### src/hw/rtl/bal_pkg.sv
package bal_pkg;

	localparam int CAPACITY_DEF   = 256;
	localparam int DATA_WIDTH_DEF = 32;

	localparam int REQ_W    = 3;
	localparam int STATUS_W = 3;

	localparam logic [REQ_W-1:0] REQ_INSERT       = 3'd0;
	localparam logic [REQ_W-1:0] REQ_GET          = 3'd1;
	localparam logic [REQ_W-1:0] REQ_FIND         = 3'd2;
	localparam logic [REQ_W-1:0] REQ_REMOVE_AT    = 3'd3;
	localparam logic [REQ_W-1:0] REQ_REMOVE_VALUE = 3'd4;
	localparam logic [REQ_W-1:0] REQ_CLEAR        = 3'd5;

	localparam logic [STATUS_W-1:0] STATUS_OK        = 3'd0;
	localparam logic [STATUS_W-1:0] STATUS_BAD_POS   = 3'd1;
	localparam logic [STATUS_W-1:0] STATUS_EMPTY     = 3'd2;
	localparam logic [STATUS_W-1:0] STATUS_FULL      = 3'd3;
	localparam logic [STATUS_W-1:0] STATUS_NOT_FOUND = 3'd4;

	// command broadcast from the controller to every cell
	typedef struct packed {
		logic ins;
		logic del;
		logic get_mode;
	} bal_cmd_t;

endpackage

### src/hw/rtl/bal_ctrl.sv
module bal_ctrl #(
	parameter int CAPACITY   = 256,
	parameter int DATA_WIDTH = 32,
	parameter int CW         = 9,
	parameter int IW         = 8
) (
	input  logic                          clk,
	input  logic                          arst_n,
	input  logic                          req_valid,
	output logic                          req_stall,
	input  logic [bal_pkg::REQ_W-1:0]     req_type,
	input  logic [CW-1:0]                 position,
	input  logic [DATA_WIDTH-1:0]         data_value,
	output logic                          rsp_valid,
	input  logic                          rsp_stall,
	output logic [bal_pkg::STATUS_W-1:0]  status,
	output logic [DATA_WIDTH-1:0]         read_value,
	output logic [IW-1:0]                 found_position,
	output logic [CW-1:0]                 entry_count,
	output bal_pkg::bal_cmd_t             cmd,
	output logic [CW-1:0]                 pos_bus,
	output logic [DATA_WIDTH-1:0]         key_bus,
	output logic [CW-1:0]                 count_bus,
	input  logic                          last_hit,
	input  logic [DATA_WIDTH-1:0]         last_val,
	input  logic [IW-1:0]                 last_idx
);
	import bal_pkg::*;

	localparam logic [1:0] ST_IDLE  = 2'd0;
	localparam logic [1:0] ST_SCAN  = 2'd1;
	localparam logic [1:0] ST_APPLY = 2'd2;

	logic [1:0]            state_q;
	logic [REQ_W-1:0]      req_q;
	logic [CW-1:0]         pos_q;
	logic [DATA_WIDTH-1:0] key_q;
	logic [CW-1:0]         count_q;
	logic [IW-1:0]         scan_cnt_q;
	logic                  rsp_valid_q;
	logic [STATUS_W-1:0]   status_q;
	logic [DATA_WIDTH-1:0] read_value_q;
	logic [IW-1:0]         found_q;

	logic                  accept;
	logic                  fire;
	logic                  needs_scan;
	logic [STATUS_W-1:0]   status_c;
	logic [DATA_WIDTH-1:0] rd_c;
	logic [IW-1:0]         fp_c;
	logic [CW-1:0]         count_c;
	logic                  do_ins;
	logic                  do_del;

	assign req_stall      = state_q != ST_IDLE;
	assign accept         = req_valid && !req_stall;
	assign fire           = (state_q == ST_APPLY) && (!rsp_valid_q || !rsp_stall);
	assign needs_scan     = (req_type == REQ_GET) || (req_type == REQ_FIND)
		|| (req_type == REQ_REMOVE_VALUE);

	assign rsp_valid      = rsp_valid_q;
	assign status         = status_q;
	assign read_value     = read_value_q;
	assign found_position = found_q;
	assign entry_count    = count_q;

	assign cmd.ins      = fire && do_ins;
	assign cmd.del      = fire && do_del;
	assign cmd.get_mode = req_q == REQ_GET;
	assign pos_bus      = (req_q == REQ_REMOVE_VALUE) ? CW'(last_idx) : pos_q;
	assign key_bus      = key_q;
	assign count_bus    = count_q;

	always_comb begin
		status_c = STATUS_OK;
		rd_c     = '0;
		fp_c     = '0;
		count_c  = count_q;
		do_ins   = 1'b0;
		do_del   = 1'b0;
		case (req_q)
			REQ_INSERT: begin
				if (pos_q > count_q) begin
					status_c = STATUS_BAD_POS;
				end else if (count_q == CW'(CAPACITY)) begin
					status_c = STATUS_FULL;
				end else begin
					do_ins  = 1'b1;
					count_c = count_q + 1'b1;
				end
			end
			REQ_GET: begin
				if (last_hit) begin
					rd_c = last_val;
				end else begin
					status_c = STATUS_BAD_POS;
				end
			end
			REQ_FIND: begin
				if (last_hit) begin
					fp_c = last_idx;
				end else begin
					status_c = STATUS_NOT_FOUND;
				end
			end
			REQ_REMOVE_AT: begin
				if (count_q == '0) begin
					status_c = STATUS_EMPTY;
				end else if (pos_q >= count_q) begin
					status_c = STATUS_BAD_POS;
				end else begin
					do_del  = 1'b1;
					count_c = count_q - 1'b1;
				end
			end
			REQ_REMOVE_VALUE: begin
				if (last_hit) begin
					do_del  = 1'b1;
					count_c = count_q - 1'b1;
				end else begin
					status_c = STATUS_NOT_FOUND;
				end
			end
			REQ_CLEAR: begin
				count_c = '0;
			end
			default: begin
			end
		endcase
	end

	always_ff @(posedge clk or negedge arst_n) begin
		if (!arst_n) begin
			state_q     <= ST_IDLE;
			req_q       <= REQ_CLEAR;
			count_q     <= '0;
			scan_cnt_q  <= '0;
			rsp_valid_q <= 1'b0;
		end else begin
			if (fire) begin
				rsp_valid_q <= 1'b1;
			end else if (!rsp_stall) begin
				rsp_valid_q <= 1'b0;
			end
			case (state_q)
				ST_IDLE: begin
					if (accept) begin
						req_q      <= req_type;
						scan_cnt_q <= '0;
						state_q    <= needs_scan ? ST_SCAN : ST_APPLY;
					end
				end
				ST_SCAN: begin
					// last cell holds the answer once the chain has filled
					scan_cnt_q <= scan_cnt_q + 1'b1;
					if (scan_cnt_q == IW'(CAPACITY - 1)) begin
						state_q <= ST_APPLY;
					end
				end
				ST_APPLY: begin
					if (fire) begin
						count_q <= count_c;
						state_q <= ST_IDLE;
					end
				end
				default: begin
					state_q <= ST_IDLE;
				end
			endcase
		end
	end

	always_ff @(posedge clk) begin
		if (accept) begin
			pos_q <= position;
			key_q <= data_value;
		end
		if (fire) begin
			status_q     <= status_c;
			read_value_q <= rd_c;
			found_q      <= fp_c;
		end
	end

endmodule
### config.mk
export PLATFORM = sky130hd
export DESIGN_NAME = bal_ctrl
export DESIGN_NICKNAME = d
export VERILOG_FILES = /design/src/hw/rtl/bal_pkg.sv /design/src/hw/rtl/bal_ctrl.sv
export SDC_FILE = /design/constraint.sdc
export NUM_CORES = 1
export LEC_CHECK = 0
export BUFFER_PORTS_ARGS = -buffer_cell sky130_fd_sc_hd__buf_2
export CAP_MARGIN = 20
export CORE_MARGIN = 2
export CORE_UTILIZATION = 49
export CTS_CLUSTER_DIAMETER = 30
export DETAILED_ROUTE_END_ITERATION = 7
export PLACE_DENSITY = 0.84
export SLEW_MARGIN = 20
export SYNTH_ARGS = -nofsm -noshare
export SYNTH_HDL_FRONTEND = slang
export SYNTH_SLANG_ARGS = --single-unit
### constraint.sdc
create_clock -name clk -period 5.7 [get_ports clk]
set_clock_uncertainty 0.15 [all_clocks]
set_input_delay 1.425 -clock clk [delete_from_list [all_inputs] [get_ports clk]]
set_output_delay 1.425 -clock clk [all_outputs]
set_load 0.05 [all_outputs]
# == Yosys cells after proc, flatten, opt, wreduce, memory -nomap -nowiden ==
# Index checks and enable logic that the tools add are counted.
# word_totals
ram_bits,0
output_inout_bits,107
rom_bits,0
n_memories,0
latch_bits,0
ff_bits,107
word_cells,89
# op_classes
n_shift,0
eq_ne,21
reduce_logical,23
mux,30
div_mod_pow,0
n_bitwise,0
mul,0
addsub,3
n_lt_le_gt_ge,2
# ops
op,count
9-bit two-way mux,6
9-bit case mux with 4 select lines,1
"2-bit inequality test, second input constant",8
8-bit case mux with 2 select lines,1
2-bit two-way mux,7
3-bit case mux with 4 select lines,1
1-bit two-way mux,10
"9-bit by 1-bit adder with 9-bit output, second input constant",1
"3-bit by 2-bit equality test with 1-bit output, second input constant",3
"3-bit equality test, second input constant",3
"9-bit equality test, second input constant",1
9-bit >= comparator,1
9-bit > comparator,1
9-bit zero test,1
"9-bit by 1-bit subtractor with 9-bit output, second input constant",1
"8-bit by 1-bit adder with 8-bit output, second input constant",1
"8-bit equality test, second input constant",1
8-bit two-way mux,1
2-bit AND reduction,4
8-bit AND reduction,1
"3-bit by 1-bit equality test with 1-bit output, second input constant",2
2-bit case mux with 3 select lines,1
1-bit logical AND,4
2-bit nonzero test,2
12 further kinds,16

# == Logic depth before layout (Yosys ltp) ==
# logic_depth
depth_word,6
depth_mapped,12
depth_no_buf,10

# == Least setup slack after synthesis ==
# OpenSTA, ideal clock, no wires.
# synth_timing
kind,input to output
startpoint,input port rsp_stall
endpoint,output port cmd[2] in the netlist's numbering
setup_slack_ps,-798
path_buffers,0
cell_stages,2
arrival_time_ps,4923
t_required_ps,4125
cell_sequence,a21oi_1 nor3b_1
# synth_lines
element,line,text
"start, declared",bal_ctrl.sv:15,"input logic rsp_stall,"
"end, declared",bal_ctrl.sv:20,"output bal_pkg::bal_cmd_t cmd,"

==> key figures <==
GRT
  – First-pass GRT wire length: 18,400 µm
  – All-Layer GR Usage: 21.7%
  – Total grt overflow: 0
  – Largest net degree at the start of global routing: 45
  – Vias in the first global route: between 3,000 and 4,000
  – Initial antenna violation count: 0

Pwr
  – Int Pwr: around 0.0018 W
  – Comb pwr share: 54.1%
  – Clk pwr share: a little under an eighth
  – Switching power: 0.00183 W
  – Reg power frac: 34.6%
  – Worst VDD drop: 0.304 mV
  – Sw Share: 49.9%
  – P per Cell Area: 601 nW/µm²
  – Overall Power: ~0.0037 W
  – LEAKAGE: 2.80 nW

Layout
  – Non-Filler Instances: 690
  – Layout area overhead: 24.5%
  – Commonest non-fill, non-tap cells in the layout: buf_2, edfxtp_1, and3_1
  – # diodes: 0
  – Layout cell share with drive strength beyond 1: 44.2%
  – Fillers: 795
  – Area of the multi-input gates: 1620 µm²
  – FF+latch area: approximately 3100 µm²
  – Final Net Count: 659
  – Layout Utilization: 62.8%
  – Most common cell after layout, fill and taps aside: buf_2

Yosys
  – Sequential share of the synthesized area: a little over three fifths
  – Ys async rst share: a little over a fifth
  – Synth Register Bits: 107
  – Mapped Area: 4900 µm²
  – Syn_nets: 474
  – Synth cell types: 53
  – Yosys Warn Count: 0
  – Avg Inst Size Synth: 13.4 µm²
  – Number of enable flip-flop cells after synthesis: 84
  – Post-synth top flop: edfxtp_1
  – Post-Synthesis Cells: 367

Clock tree
  – Root Driver: clkbuf_8
  – Worst skew pair latency: 360 ps
  – Clk slew on worst S/H paths: 100 ps
  – CTS resizes: 0
  – TritonCTS Buffers: 9
  – Cts-stage hold buffer count: 0
  – Post CTS Setup Buffer Count: 0
  – CTS max path bufs: 2
  – CTS tree: done
  – Clk sink count: 107
  – H-tree depth: 3

Timing
  – Final WS setup: 1460 ps
  – Hold Vio Cnt, Final: 0
  – Slew Viols, Final: 0
  – Slew @ Worst Pin: 883 ps
  – Endpoints failing setup: 0
  – Rel. slew slack: 40.7%
  – Final min period: 4240 ps
  – Total negative setup slack: 0 ps
  – Fmax: 0.236 GHz
  – Tcrit/Tclk final: 74.4%
  – RSZ-0062 raised after global routing: no

Worst setup path
  – Max FO, Critical Path: 6
  – CP Launch Type: flip-flop
  – Worst setup EP type: output port
  – Critical Path Start: count_bus[8]
  – CP Data Arrival Time: 2670 ps
  – R2r startpoint: req_q[2]
  – Setup CP Type: reg -> out
  – Worst path required time: just over 4000 ps

Floorplan
  – I/O pins: 196
  – Die X-Extent: 104 µm
  – Die ar.: approximately 11,000 µm²
  – DIE HEIGHT: 104 µm
  – FP Rows: 36
  – CORE AREA: 9730 µm²
  – Initial core utilization: 50.4%

Job
  – Max_cap viols: 0

Routing
  – Number of DRC markers in iteration 0: 206
  – Final ANT Viol Nets: 0
  – Routed WL per cell: 16.7 µm
  – DRT Pass-1 Iters: 4
  – Vias/cell: 5.17
  – Via count: between 3,000 and 4,000
  – Drt drc: 0
  – Total Wirelength: 11,500 µm

Place
  – Pre-CTS setup slack: ~1700 ps
  – Routability cong.: 0.866
  – Inst Count DP: 674
  – HPWL after detailed placement: 8670 µm
  – Port Buffers: 195

Hold path
  – Hold path start: scan_cnt_q[6]
  – Hold Crit Class: reg -> reg

Status
  – Status: finished clean
## metrics by stage
stage          cell area, µm²  hold slack [ps]
3_3_place_gp             5930              344
4_1_cts                  6100              377
6_report                 6110              368
2_1_floorplan            4910              315
5_1_grt                  6110              404
3_5_place_dp             5930              362
## critical path, stage by stage (launching register included)
cell and delay, ps:
dfrtp_1 470, inv_1 130, ha_1 330, nand4_1 130
nor3_1 540, o21ai_0 200, nor3b_1 210, buf_2 290
## cells in the mapped netlist, drive strengths merged (3+ instances only)
master  instances  share of area, %
nand4           6              0.77
o31ai           3              0.46
and3           35               4.5
nor4            3              0.38
ha             17               4.3
dfrtp          21                11
nor2b           6              0.92
nand3           3              0.31
buf            14               2.6
xor2            7               1.3
a21oi          12               1.2
nand2b          4              0.51
edfxtp         84                51
a21o            3              0.46
and2            8               1.0
nor2           24               1.9
a31oi           3              0.51
o21ai          16               1.7
nor3b           3              0.46
or2             3              0.38
nand2          18               1.4
o211ai          3              0.46
inv            14               1.1
nor3            6              0.71
clkbuf         10              0.77
mux2           19               4.9
## logic make-up (layout without fill, tap and decap cells)
group	count (synthesis)	in the layout	share of synthesized area [%]
adder cells (fa/ha/maj)	18	18	4.74
AO/OA/AOI/OAI	52	52	7.04
multiplexers	19	19	4.90
AND/OR/NAND/NOR	123	123	14.0
buffers and inverters	39	229	4.54
XOR/XNOR	9	9	1.61
flip-flops	107	107	63.2
## metal layers
| metal | GRT usage (%) | wire [µm] |
|---|---|---|
| met1 | 27.0 | 4800 |
| met3 | 5.64 | 760 |
| met4 | 8.20 | 176 |
| met2 | 36.7 | 5800 |
| met5 | 0 | 0 |
## layout make-up
class | count | share of cell area [%]
clock buffers | 10 | 2.09
clock inverters | 6 | 0.676
multi-input cells | 221 | 26.5
well taps | 133 | 2.72
repair buffers | 198 | 16.3
flip-flops and latches | 107 | 50.8
inverters | 15 | 0.922
## sequential cells by signal (all words and copies together) (netlist names)
signal / count
status: 3
read_value: 32
found_position: 8
state_q: 2
pos_q: 9
key_bus: 32
count_bus: 9
req_q: 3
scan_cnt_q: 8
rsp_valid: 1
## power by group through the flow
stage	Combinational [W]	Sequential, W	Clock (W)
5_1_grt	0.00213	0.00130	0.000455
3_5_place_dp	0.00198	0.00128	0
4_1_cts	0.00199	0.00127	0.000427
2_1_floorplan	0.00109	0.00180	0
3_3_place_gp	0.00194	0.00127	0
6_report	0.00199	0.00127	0.000416
## final timing paths
path,endpoint,slack (ps),depth (start not counted)
setup / recovery,cmd[2],1460,7
hold / removal,scan_cnt_q[6],370,1
setup reg to reg,count_bus[8],2060,10
hold reg to reg,scan_cnt_q[6],370,1
max in group asynchronous,req_q[2],4150,1
min in group asynchronous,count_bus[4],870,1
No activity file was read; power rests on OpenSTA's default activity.
